`src/rtl/vslpf_pkg.sv`:
```
// Shared constants, register indexes and the configuration struct of the low-pass filter.
package vslpf_pkg;

    localparam int SAMPLE_WIDTH_DEF    = 32;
    localparam int COUNTER_WIDTH_DEF   = 24;
    localparam int ALPHA_FRAC_BITS_DEF = 24;

    localparam int TC_WIDTH        = 28;
    localparam int GAP_CFG_WIDTH   = 24;
    localparam int CFG_DATA_WIDTH  = 28;
    localparam int CFG_INDEX_WIDTH = 2;

    localparam logic [CFG_INDEX_WIDTH-1:0] REG_TIME_CONSTANT = 2'd0;
    localparam logic [CFG_INDEX_WIDTH-1:0] REG_MAX_GAP       = 2'd1;
    localparam logic [CFG_INDEX_WIDTH-1:0] REG_DEFAULT_GAP   = 2'd2;

    localparam logic [TC_WIDTH-1:0]      TC_RESET          = 28'd34000000;
    localparam logic [GAP_CFG_WIDTH-1:0] MAX_GAP_RESET     = 24'd850000;
    localparam logic [GAP_CFG_WIDTH-1:0] DEFAULT_GAP_RESET = 24'd255000;

    typedef struct packed {
        logic [TC_WIDTH-1:0]      time_constant;
        logic [GAP_CFG_WIDTH-1:0] max_gap;
        logic [GAP_CFG_WIDTH-1:0] default_gap;
    } vslpf_cfg_t;

endpackage

```
`src/rtl/variable_step_lowpass_filter_unit.sv`:
```
// A beat is accepted only in idle, then passes the prep, divide, multiply and finish states; a bypass
// beat goes straight from idle to finish. No new beat is taken until the current result is in the
// output register. The serial divider and the serial multiplier run one after the other.
// Results wait in an output register.
// Reset (rst_n, asynchronous, active low) loads the register defaults and clears the
// stored output and timestamp.
module variable_step_lowpass_filter_unit
    import vslpf_pkg::*;
#(
    parameter int SAMPLE_WIDTH    = SAMPLE_WIDTH_DEF,
    parameter int COUNTER_WIDTH   = COUNTER_WIDTH_DEF,
    parameter int ALPHA_FRAC_BITS = ALPHA_FRAC_BITS_DEF
)
(
    input  logic                       clk,
    input  logic                       rst_n,
    input  logic                       in_valid,
    output logic                       in_ready,
    input  logic [SAMPLE_WIDTH-1:0]    sample_in,
    input  logic [COUNTER_WIDTH-1:0]   tick_now,
    output logic                       out_valid,
    input  logic                       out_ready,
    output logic [SAMPLE_WIDTH-1:0]    filtered_out,
    output logic                       was_reset,
    input  logic                       cfg_valid,
    output logic                       cfg_ready,
    input  logic [CFG_INDEX_WIDTH-1:0] cfg_index,
    input  logic [CFG_DATA_WIDTH-1:0]  cfg_data
);

    localparam int GAP_WIDTH = (COUNTER_WIDTH > GAP_CFG_WIDTH) ? COUNTER_WIDTH : GAP_CFG_WIDTH;
    localparam int DEN_WIDTH = ((GAP_WIDTH > TC_WIDTH) ? GAP_WIDTH : TC_WIDTH) + 1;

    localparam logic [2:0] ST_IDLE = 3'd0;
    localparam logic [2:0] ST_PREP = 3'd1;
    localparam logic [2:0] ST_DIV  = 3'd2;
    localparam logic [2:0] ST_MUL  = 3'd3;
    localparam logic [2:0] ST_FIN  = 3'd4;

    vslpf_cfg_t cfg;

    logic [2:0]               state_reg, state_next;
    logic [SAMPLE_WIDTH-1:0]  last_output_reg, last_output_next;
    logic [COUNTER_WIDTH-1:0] last_tick_reg, last_tick_next;
    logic [SAMPLE_WIDTH-1:0]  x_reg, x_next;
    logic [SAMPLE_WIDTH-1:0]  y_reg, y_next;
    logic [GAP_WIDTH-1:0]     gap_reg, gap_next;
    logic                     flag_reg, flag_next;
    logic                     out_valid_reg, out_valid_next;
    logic [SAMPLE_WIDTH-1:0]  out_data_reg, out_data_next;
    logic                     out_flag_reg, out_flag_next;

    logic [COUNTER_WIDTH-1:0] tick_diff;
    logic [COUNTER_WIDTH-1:0] gap_raw;
    logic [GAP_WIDTH-1:0]     gap_eff;
    logic                     bypass;
    logic                     accept;
    logic                     out_free;

    logic [DEN_WIDTH-1:0]       den;
    logic                       div_start, div_done;
    logic [ALPHA_FRAC_BITS:0]   alpha;
    logic                       mul_start, mul_done;
    logic [SAMPLE_WIDTH:0]      diff;
    logic [SAMPLE_WIDTH+2:0]    prod;
    logic [SAMPLE_WIDTH+2:0]    y_sum;

    vslpf_cfg u_cfg
    (
        .clk       (clk),
        .rst_n     (rst_n),
        .cfg_valid (cfg_valid),
        .cfg_ready (cfg_ready),
        .cfg_index (cfg_index),
        .cfg_data  (cfg_data),
        .cfg       (cfg)
    );

    vslpf_div #(
        .DEN_WIDTH       (DEN_WIDTH),
        .ALPHA_FRAC_BITS (ALPHA_FRAC_BITS)
    ) u_div
    (
        .clk   (clk),
        .rst_n (rst_n),
        .start (div_start),
        .tc    (cfg.time_constant),
        .den   (den),
        .done  (div_done),
        .alpha (alpha)
    );

    vslpf_mul #(
        .SAMPLE_WIDTH    (SAMPLE_WIDTH),
        .ALPHA_FRAC_BITS (ALPHA_FRAC_BITS)
    ) u_mul
    (
        .clk   (clk),
        .rst_n (rst_n),
        .start (mul_start),
        .diff  (diff),
        .alpha (alpha),
        .done  (mul_done),
        .prod  (prod)
    );

    assign in_ready     = (state_reg == ST_IDLE);
    assign accept       = in_valid && in_ready;
    assign out_valid    = out_valid_reg;
    assign filtered_out = out_data_reg;
    assign was_reset    = out_flag_reg;
    assign out_free     = !out_valid_reg || out_ready;

    // A timer that has not moved down has reloaded; one tick is spent on the reload.
    assign tick_diff = last_tick_reg - tick_now;
    assign gap_raw   = (tick_now < last_tick_reg) ? tick_diff : (tick_diff - 1'b1);
    assign gap_eff   = (gap_raw == '0) ? GAP_WIDTH'(cfg.default_gap) : GAP_WIDTH'(gap_raw);
    assign bypass    = (gap_raw != '0) && (GAP_WIDTH'(gap_raw) > GAP_WIDTH'(cfg.max_gap));

    assign den       = DEN_WIDTH'(cfg.time_constant) + DEN_WIDTH'(gap_reg);
    assign div_start = (state_reg == ST_PREP);
    assign mul_start = (state_reg == ST_DIV) && div_done;
    assign diff      = {last_output_reg[SAMPLE_WIDTH-1], last_output_reg}
                     - {x_reg[SAMPLE_WIDTH-1], x_reg};
    assign y_sum     = {{3{x_reg[SAMPLE_WIDTH-1]}}, x_reg} + prod;

    always_comb
    begin
        state_next       = state_reg;
        last_output_next = last_output_reg;
        last_tick_next   = last_tick_reg;
        x_next           = x_reg;
        y_next           = y_reg;
        gap_next         = gap_reg;
        flag_next        = flag_reg;
        out_valid_next   = out_valid_reg;
        out_data_next    = out_data_reg;
        out_flag_next    = out_flag_reg;

        if (out_valid_reg && out_ready)
        begin
            out_valid_next = 1'b0;
        end

        case (state_reg)
            ST_IDLE:
            begin
                if (accept)
                begin
                    x_next         = sample_in;
                    last_tick_next = tick_now;
                    gap_next       = gap_eff;
                    flag_next      = bypass;
                    if (bypass)
                    begin
                        y_next     = sample_in;
                        state_next = ST_FIN;
                    end
                    else
                    begin
                        state_next = ST_PREP;
                    end
                end
            end
            ST_PREP:
            begin
                state_next = ST_DIV;
            end
            ST_DIV:
            begin
                if (div_done)
                begin
                    state_next = ST_MUL;
                end
            end
            ST_MUL:
            begin
                if (mul_done)
                begin
                    y_next     = y_sum[SAMPLE_WIDTH-1:0];
                    state_next = ST_FIN;
                end
            end
            ST_FIN:
            begin
                if (out_free)
                begin
                    out_valid_next   = 1'b1;
                    out_data_next    = y_reg;
                    out_flag_next    = flag_reg;
                    last_output_next = y_reg;
                    state_next       = ST_IDLE;
                end
            end
            default:
            begin
                state_next = ST_IDLE;
            end
        endcase
    end

    always_ff @(posedge clk or negedge rst_n)
    begin
        if (!rst_n)
        begin
            state_reg       <= ST_IDLE;
            last_output_reg <= '0;
            last_tick_reg   <= '0;
            out_valid_reg   <= 1'b0;
        end
        else
        begin
            state_reg       <= state_next;
            last_output_reg <= last_output_next;
            last_tick_reg   <= last_tick_next;
            out_valid_reg   <= out_valid_next;
        end
    end

    always_ff @(posedge clk)
    begin
        x_reg        <= x_next;
        y_reg        <= y_next;
        gap_reg      <= gap_next;
        flag_reg     <= flag_next;
        out_data_reg <= out_data_next;
        out_flag_reg <= out_flag_next;
    end

endmodule

```
`src/rtl/vslpf_cfg.sv`:
```
// Configuration register file of the low-pass filter.
module vslpf_cfg
    import vslpf_pkg::*;
(
    input  logic                       clk,
    input  logic                       rst_n,
    input  logic                       cfg_valid,
    output logic                       cfg_ready,
    input  logic [CFG_INDEX_WIDTH-1:0] cfg_index,
    input  logic [CFG_DATA_WIDTH-1:0]  cfg_data,
    output vslpf_cfg_t                 cfg
);

    vslpf_cfg_t cfg_reg;

    assign cfg_ready = 1'b1;
    assign cfg       = cfg_reg;

    always_ff @(posedge clk or negedge rst_n)
    begin
        if (!rst_n)
        begin
            cfg_reg.time_constant <= TC_RESET;
            cfg_reg.max_gap       <= MAX_GAP_RESET;
            cfg_reg.default_gap   <= DEFAULT_GAP_RESET;
        end
        else if (cfg_valid)
        begin
            case (cfg_index)
                REG_TIME_CONSTANT: cfg_reg.time_constant <= cfg_data[TC_WIDTH-1:0];
                REG_MAX_GAP:       cfg_reg.max_gap       <= cfg_data[GAP_CFG_WIDTH-1:0];
                REG_DEFAULT_GAP:   cfg_reg.default_gap   <= cfg_data[GAP_CFG_WIDTH-1:0];
                default:
                begin
                end
            endcase
        end
    end

endmodule

```
`src/rtl/vslpf_div.sv`:
```
// Restoring divider that produces the filter coefficient one quotient bit per cycle.
module vslpf_div
    import vslpf_pkg::*;
#(
    parameter int DEN_WIDTH       = TC_WIDTH + 1,
    parameter int ALPHA_FRAC_BITS = ALPHA_FRAC_BITS_DEF
)
(
    input  logic                     clk,
    input  logic                     rst_n,
    input  logic                     start,
    input  logic [TC_WIDTH-1:0]      tc,
    input  logic [DEN_WIDTH-1:0]     den,
    output logic                     done,
    output logic [ALPHA_FRAC_BITS:0] alpha
);

    localparam int CNT_WIDTH = $clog2(ALPHA_FRAC_BITS + 1);

    logic                     busy_reg, busy_next;
    logic                     done_reg, done_next;
    logic [CNT_WIDTH-1:0]     cnt_reg, cnt_next;
    logic [DEN_WIDTH:0]       rem_reg, rem_next;
    logic [DEN_WIDTH-1:0]     den_reg, den_next;
    logic [ALPHA_FRAC_BITS:0] q_reg, q_next;
    logic                     ge;
    logic [DEN_WIDTH:0]       rem_sub;

    assign done  = done_reg;
    assign alpha = q_reg;

    // Remainder stays below the divisor after each subtract, so the doubled value fits.
    assign ge      = rem_reg >= {1'b0, den_reg};
    assign rem_sub = ge ? (rem_reg - {1'b0, den_reg}) : rem_reg;

    always_comb
    begin
        busy_next = busy_reg;
        done_next = 1'b0;
        cnt_next  = cnt_reg;
        rem_next  = rem_reg;
        den_next  = den_reg;
        q_next    = q_reg;
        if (start)
        begin
            rem_next = (DEN_WIDTH + 1)'(tc);
            den_next = den;
            q_next   = '0;
            cnt_next = '0;
            if (den == '0)
            begin
                // A zero denominator gives a zero coefficient.
                busy_next = 1'b0;
                done_next = 1'b1;
            end
            else
            begin
                busy_next = 1'b1;
            end
        end
        else if (busy_reg)
        begin
            rem_next = {rem_sub[DEN_WIDTH-1:0], 1'b0};
            q_next   = {q_reg[ALPHA_FRAC_BITS-1:0], ge};
            cnt_next = cnt_reg + 1'b1;
            if (cnt_reg == CNT_WIDTH'(ALPHA_FRAC_BITS))
            begin
                busy_next = 1'b0;
                done_next = 1'b1;
            end
        end
    end

    always_ff @(posedge clk or negedge rst_n)
    begin
        if (!rst_n)
        begin
            busy_reg <= 1'b0;
            done_reg <= 1'b0;
            cnt_reg  <= '0;
        end
        else
        begin
            busy_reg <= busy_next;
            done_reg <= done_next;
            cnt_reg  <= cnt_next;
        end
    end

    always_ff @(posedge clk)
    begin
        rem_reg <= rem_next;
        den_reg <= den_next;
        q_reg   <= q_next;
    end

endmodule

```
`src/rtl/vslpf_mul.sv`:
```
// Serial shift-and-add multiplier that forms floor(diff * alpha / 2^frac) one alpha bit per cycle.
module vslpf_mul
    import vslpf_pkg::*;
#(
    parameter int SAMPLE_WIDTH    = SAMPLE_WIDTH_DEF,
    parameter int ALPHA_FRAC_BITS = ALPHA_FRAC_BITS_DEF
)
(
    input  logic                      clk,
    input  logic                      rst_n,
    input  logic                      start,
    input  logic [SAMPLE_WIDTH:0]     diff,
    input  logic [ALPHA_FRAC_BITS:0]  alpha,
    output logic                      done,
    output logic [SAMPLE_WIDTH+2:0]   prod
);

    localparam int ACC_WIDTH = SAMPLE_WIDTH + 3;
    localparam int CNT_WIDTH = $clog2(ALPHA_FRAC_BITS + 1);

    logic                     busy_reg, busy_next;
    logic                     done_reg, done_next;
    logic [CNT_WIDTH-1:0]     cnt_reg, cnt_next;
    logic [ACC_WIDTH-1:0]     acc_reg, acc_next;
    logic [SAMPLE_WIDTH:0]    diff_reg, diff_next;
    logic [ALPHA_FRAC_BITS:0] a_reg, a_next;
    logic [ACC_WIDTH-1:0]     addend;
    logic [ACC_WIDTH-1:0]     sum;

    assign done = done_reg;
    assign prod = acc_reg;

    assign addend = a_reg[0] ? {{2{diff_reg[SAMPLE_WIDTH]}}, diff_reg} : '0;
    assign sum    = acc_reg + addend;

    always_comb
    begin
        busy_next = busy_reg;
        done_next = 1'b0;
        cnt_next  = cnt_reg;
        acc_next  = acc_reg;
        diff_next = diff_reg;
        a_next    = a_reg;
        if (start)
        begin
            busy_next = 1'b1;
            cnt_next  = '0;
            acc_next  = '0;
            diff_next = diff;
            a_next    = alpha;
        end
        else if (busy_reg)
        begin
            a_next   = a_reg >> 1;
            cnt_next = cnt_reg + 1'b1;
            if (cnt_reg == CNT_WIDTH'(ALPHA_FRAC_BITS))
            begin
                // The integer bit of alpha is added without a shift.
                acc_next  = sum;
                busy_next = 1'b0;
                done_next = 1'b1;
            end
            else
            begin
                // Each fraction bit drops one bit with a flooring shift.
                acc_next = {sum[ACC_WIDTH-1], sum[ACC_WIDTH-1:1]};
            end
        end
    end

    always_ff @(posedge clk or negedge rst_n)
    begin
        if (!rst_n)
        begin
            busy_reg <= 1'b0;
            done_reg <= 1'b0;
            cnt_reg  <= '0;
        end
        else
        begin
            busy_reg <= busy_next;
            done_reg <= done_next;
            cnt_reg  <= cnt_next;
        end
    end

    always_ff @(posedge clk)
    begin
        acc_reg  <= acc_next;
        diff_reg <= diff_next;
        a_reg    <= a_next;
    end

endmodule
```
`config.mk`:
```
export PLATFORM = sky130hd
export DESIGN_NAME = variable_step_lowpass_filter_unit
export DESIGN_NICKNAME = d
export VERILOG_FILES = /design/src/rtl/vslpf_pkg.sv /design/src/rtl/variable_step_lowpass_filter_unit.sv /design/src/rtl/vslpf_cfg.sv /design/src/rtl/vslpf_div.sv /design/src/rtl/vslpf_mul.sv
export SDC_FILE = /design/constraint.sdc
export NUM_CORES = 1
export LEC_CHECK = 0
export BUFFER_PORTS_ARGS = -buffer_cell sky130_fd_sc_hd__buf_2
export CAP_MARGIN = 20
export CORE_MARGIN = 8
export CORE_UTILIZATION = 63
export DETAILED_ROUTE_END_ITERATION = 10
export PLACE_DENSITY = 0.79
export SLEW_MARGIN = 20
export SYNTH_ARGS = -nofsm -noshare
export SYNTH_HDL_FRONTEND = slang
export SYNTH_SLANG_ARGS = --single-unit
export TNS_END_PERCENT = 1
```
`constraint.sdc`:
```
create_clock -name clk -period 7.61 [get_ports clk]
set_clock_uncertainty 0.1 [all_clocks]
set_input_delay 0.761 -clock clk [delete_from_list [all_inputs] [get_ports clk]]
set_output_delay 0.761 -clock clk [all_outputs]
set_load 0.05 [all_outputs]
```
==> flow_summary.yaml <==
logic_synthesis:
  synth_nets: 3093
  synth_area_mm2: 0.0272
  post-synth-top-count-cell: "nand2_1"
  synth_cell_types: 92
  synth_seq_area_share: 0.446
  synth-edff-count: 237
  async_flop_share: 0.334
  synth_common_cells: "nand2_1 (343), edfxtp_1 (237), nor2_1 (219)"
  synth_seq_cells: 449
  ys.warnings.count: 0
  synth_top_cell_by_area: "edfxtp_1"
  netlist_top_cells_area: "edfxtp_1 (26%), dfrtp_1 (12%), ha_1 (9.3%), nand2_1 (4.7%), dfxtp_1 (4.6%)"
  synth_cells: 2794
  synth_flop_cell: "edfxtp_1"
  synth_top_area_frac: 0.262
  syn_area_per_cell_um2: 9.73
global_route:
  use_met2: 0.392
  track_usage: 0.252
  overflow: 0
  top_usage_layer: "met2"
  grt_first_pass_wirelength_mm: 104
  antenna_found_initial: 6
  grt_use_met3: 0.0438
  grtUsageMet1: 0.357
  grt_max_degree: 84
  first_global_vias: 20600
floorplanning:
  chipWidth_um: 224
  top_level_ports: 127
  core_area_mm2: 0.0429
  die_h_um: 224
  rows: 76
  floorplan.initialDensity: 0.634
  design.die.area_mm2: 0.0501
power:
  power_frac_seq: 0.304
  powerDensity_mw_per_mm2: 435
  share_comb_of_total_power: 0.509
  pwr-share-clk: 0.187
  p_sw_frac: 0.411
  switchingPower_uw: 5370
  cellLeakagePower_uw: 0.0133
  internal_power_uw: 7680
  total_power_uw: 13100
  irDropWorstVdd_uv: 235
flow_run:
  drv_cap: 0
placement:
  place_area_mm2: 0.0284
  numPortBuffers: 125
  dp_hpwl_mm: 45.5
  finalWeightedCongestion: 0.889
clock_network:
  numCtsBuffers: 48
  htree_levels: 2
  clk_path_buf_depth: 3
  post-cts-setup-buffer-count: 0
  cts.sinks: 449
  clkSlewWorstSetupHoldPaths_ns: 0.06
  ctsResizeCount: 0
  cts_tree: "done"
  clock_latency_ns: 0.61
  cts-root-buf: "clkbuf_16"
  ctsHoldBuffers: 0
setup_path:
  cp.arrival_ns: 6.67
  crit_chain: "inv_1 -> ha_1 -> fa_1 -> nand2b_1 -> a211oi_1 -> o21ai_0 -> xor2_1 -> nand4_1 -> a211o_1 -> or2_2 -> or4b_2 -> xnor2_1 -> ha_1 -> a21o_1 -> a21o_1 -> a211oi_1 -> nor2_1 -> a221o_1 -> nand3_1 -> o21ai_4 -> buf_4"
  critPathBufInv: 2
  cp.required_ns: 7.80
  slowest_stage: "or4b_2"
  crit_path_end_kind: "register"
  max_stage_delay_ns: 0.69
  reg2regPathDepth: 21
  crit_fanout: 32
  r2r-end: "y_reg[9]"
  r2r_setup_slack_ns: 1.13
  critPathTopFamily: "compound AO/OA/AOI/OAI gates"
  critPathLaunchType: "register"
  critPathKind: "reg2reg"
  regToRegStartpoint: "last_tick_reg[0]"
sta:
  final_max_slew_viol_count: 0
  tns_ns: 0
  period_share: 0.852
  rsz0062_at_grt: "no"
  period_minus_slack_ns: 6.48
  hold_viol: 0
  tightest_slew_ns: 1.09
  slew_headroom: 0.273
  max_freq_ghz: 0.154
  finalSetupViolCount: 0
routing:
  drt-initial-drc-count: 1533
  ant_nets: 0
  post_drt_via_cell_ratio: 5.99
  wl_per_cell_um: 18.2
  drt_first_pass_iters: 5
  wl_mm: 64.4
  drc: 0
  vias: 21100
layout:
  synthToLayoutAreaGrowth_pct: 10.4
  largest_reg_flops: 76
  drive_gt1_frac: 0.129
  final_area_mm2: 0.0300
  layout.nets: 3202
worst_hold_path:
  hold_path_class: "in2async"
run_status:
  status: "finished clean"
==> power groups by stage <==
stage / Sequential [uW] / Clock (uW) / Combinational, uW
2_1_floorplan: 3840 / 0 / 5140
3_3_place_gp: 3960 / 0 / 6230
3_5_place_dp: 3990 / 0 / 6480
4_1_cts: 3960 / 2470 / 6560
5_1_grt: 4040 / 2560 / 7390
6_report: 3960 / 2440 / 6650
==> cells by family after synthesis <==
kind of cell / after synthesis / synth area share
simple gates: 909 / 0.158
compound gates: 674 / 0.159
flops: 449 / 0.446
buf+inv: 267 / 0.0378
fa+ha+maj: 209 / 0.0977
xor+xnor: 159 / 0.0512
mux: 126 / 0.0502
other cells: 1 / 0.000138
==> per-layer routing <==
layer	wire length, um	part of all wire
met1	30100	0.47
met2	28700	0.45
met3	4090	0.064
met4	1540	0.024
met5	34	0.00053
==> stage by stage <==
step / setup slack, ns / std cells / hold slack (ns) / utilization
floorplan: 0.465 / 2794 / 0.300 / -
global placement: 0.885 / 3438 / 0.331 / 0.662
detailed placement: 0.755 / 3438 / 0.334 / 0.662
CTS: 1.22 / 3528 / 0.120 / 0.700
global route: 0.818 / 3530 / 0.177 / 0.700
finish: 1.13 / 3531 / 0.119 / 0.700
==> cell usage in the layout, fill, tap and decap left out, types with 23 or more instances in the layout <==
cell       count
nand2_1      342
edfxtp_1     237
nor2_1       219
ha_1         202
a21oi_1      187
inv_1        175
o21ai_0      172
buf_2        124
dfrtp_1      124
a21o_1        92
xnor2_1       91
mux2_2        83
xor2_1        68
dfxtp_1       62
nand3_1       48
clkbuf_16     48
nor3_1        45
mux2i_1       43
and2_1        42
o21a_1        35
nand4_1       34
a211oi_1      33
nor2b_1       31
nand2b_1      28
dfstp_2       25
and3_1        23
==> worst max path at each step <==
stage,start,to,cells past startpoint
after floorplan,tick_now[0],y_reg[0],19
after global placement,tick_now[0],y_reg[8],21
after detailed placement,tick_now[0],y_reg[5],21
after CTS,last_tick_reg[0],y_reg[21],21
after global routing,last_tick_reg[0],y_reg[21],21
final,last_tick_reg[0],y_reg[9],21
==> final cells by class <==
class                      instances  area (um2)
timing repair buffer             147         797
fill                            3139       12900
antenna                            3        7.51
inverter                         179         672
multi-input combinational       2078       14100
clock inverter                    31         373
tap                              585         732
clock buffer                      59        1250
sequential                       449       12100
(Power assumes the default switching activity.)
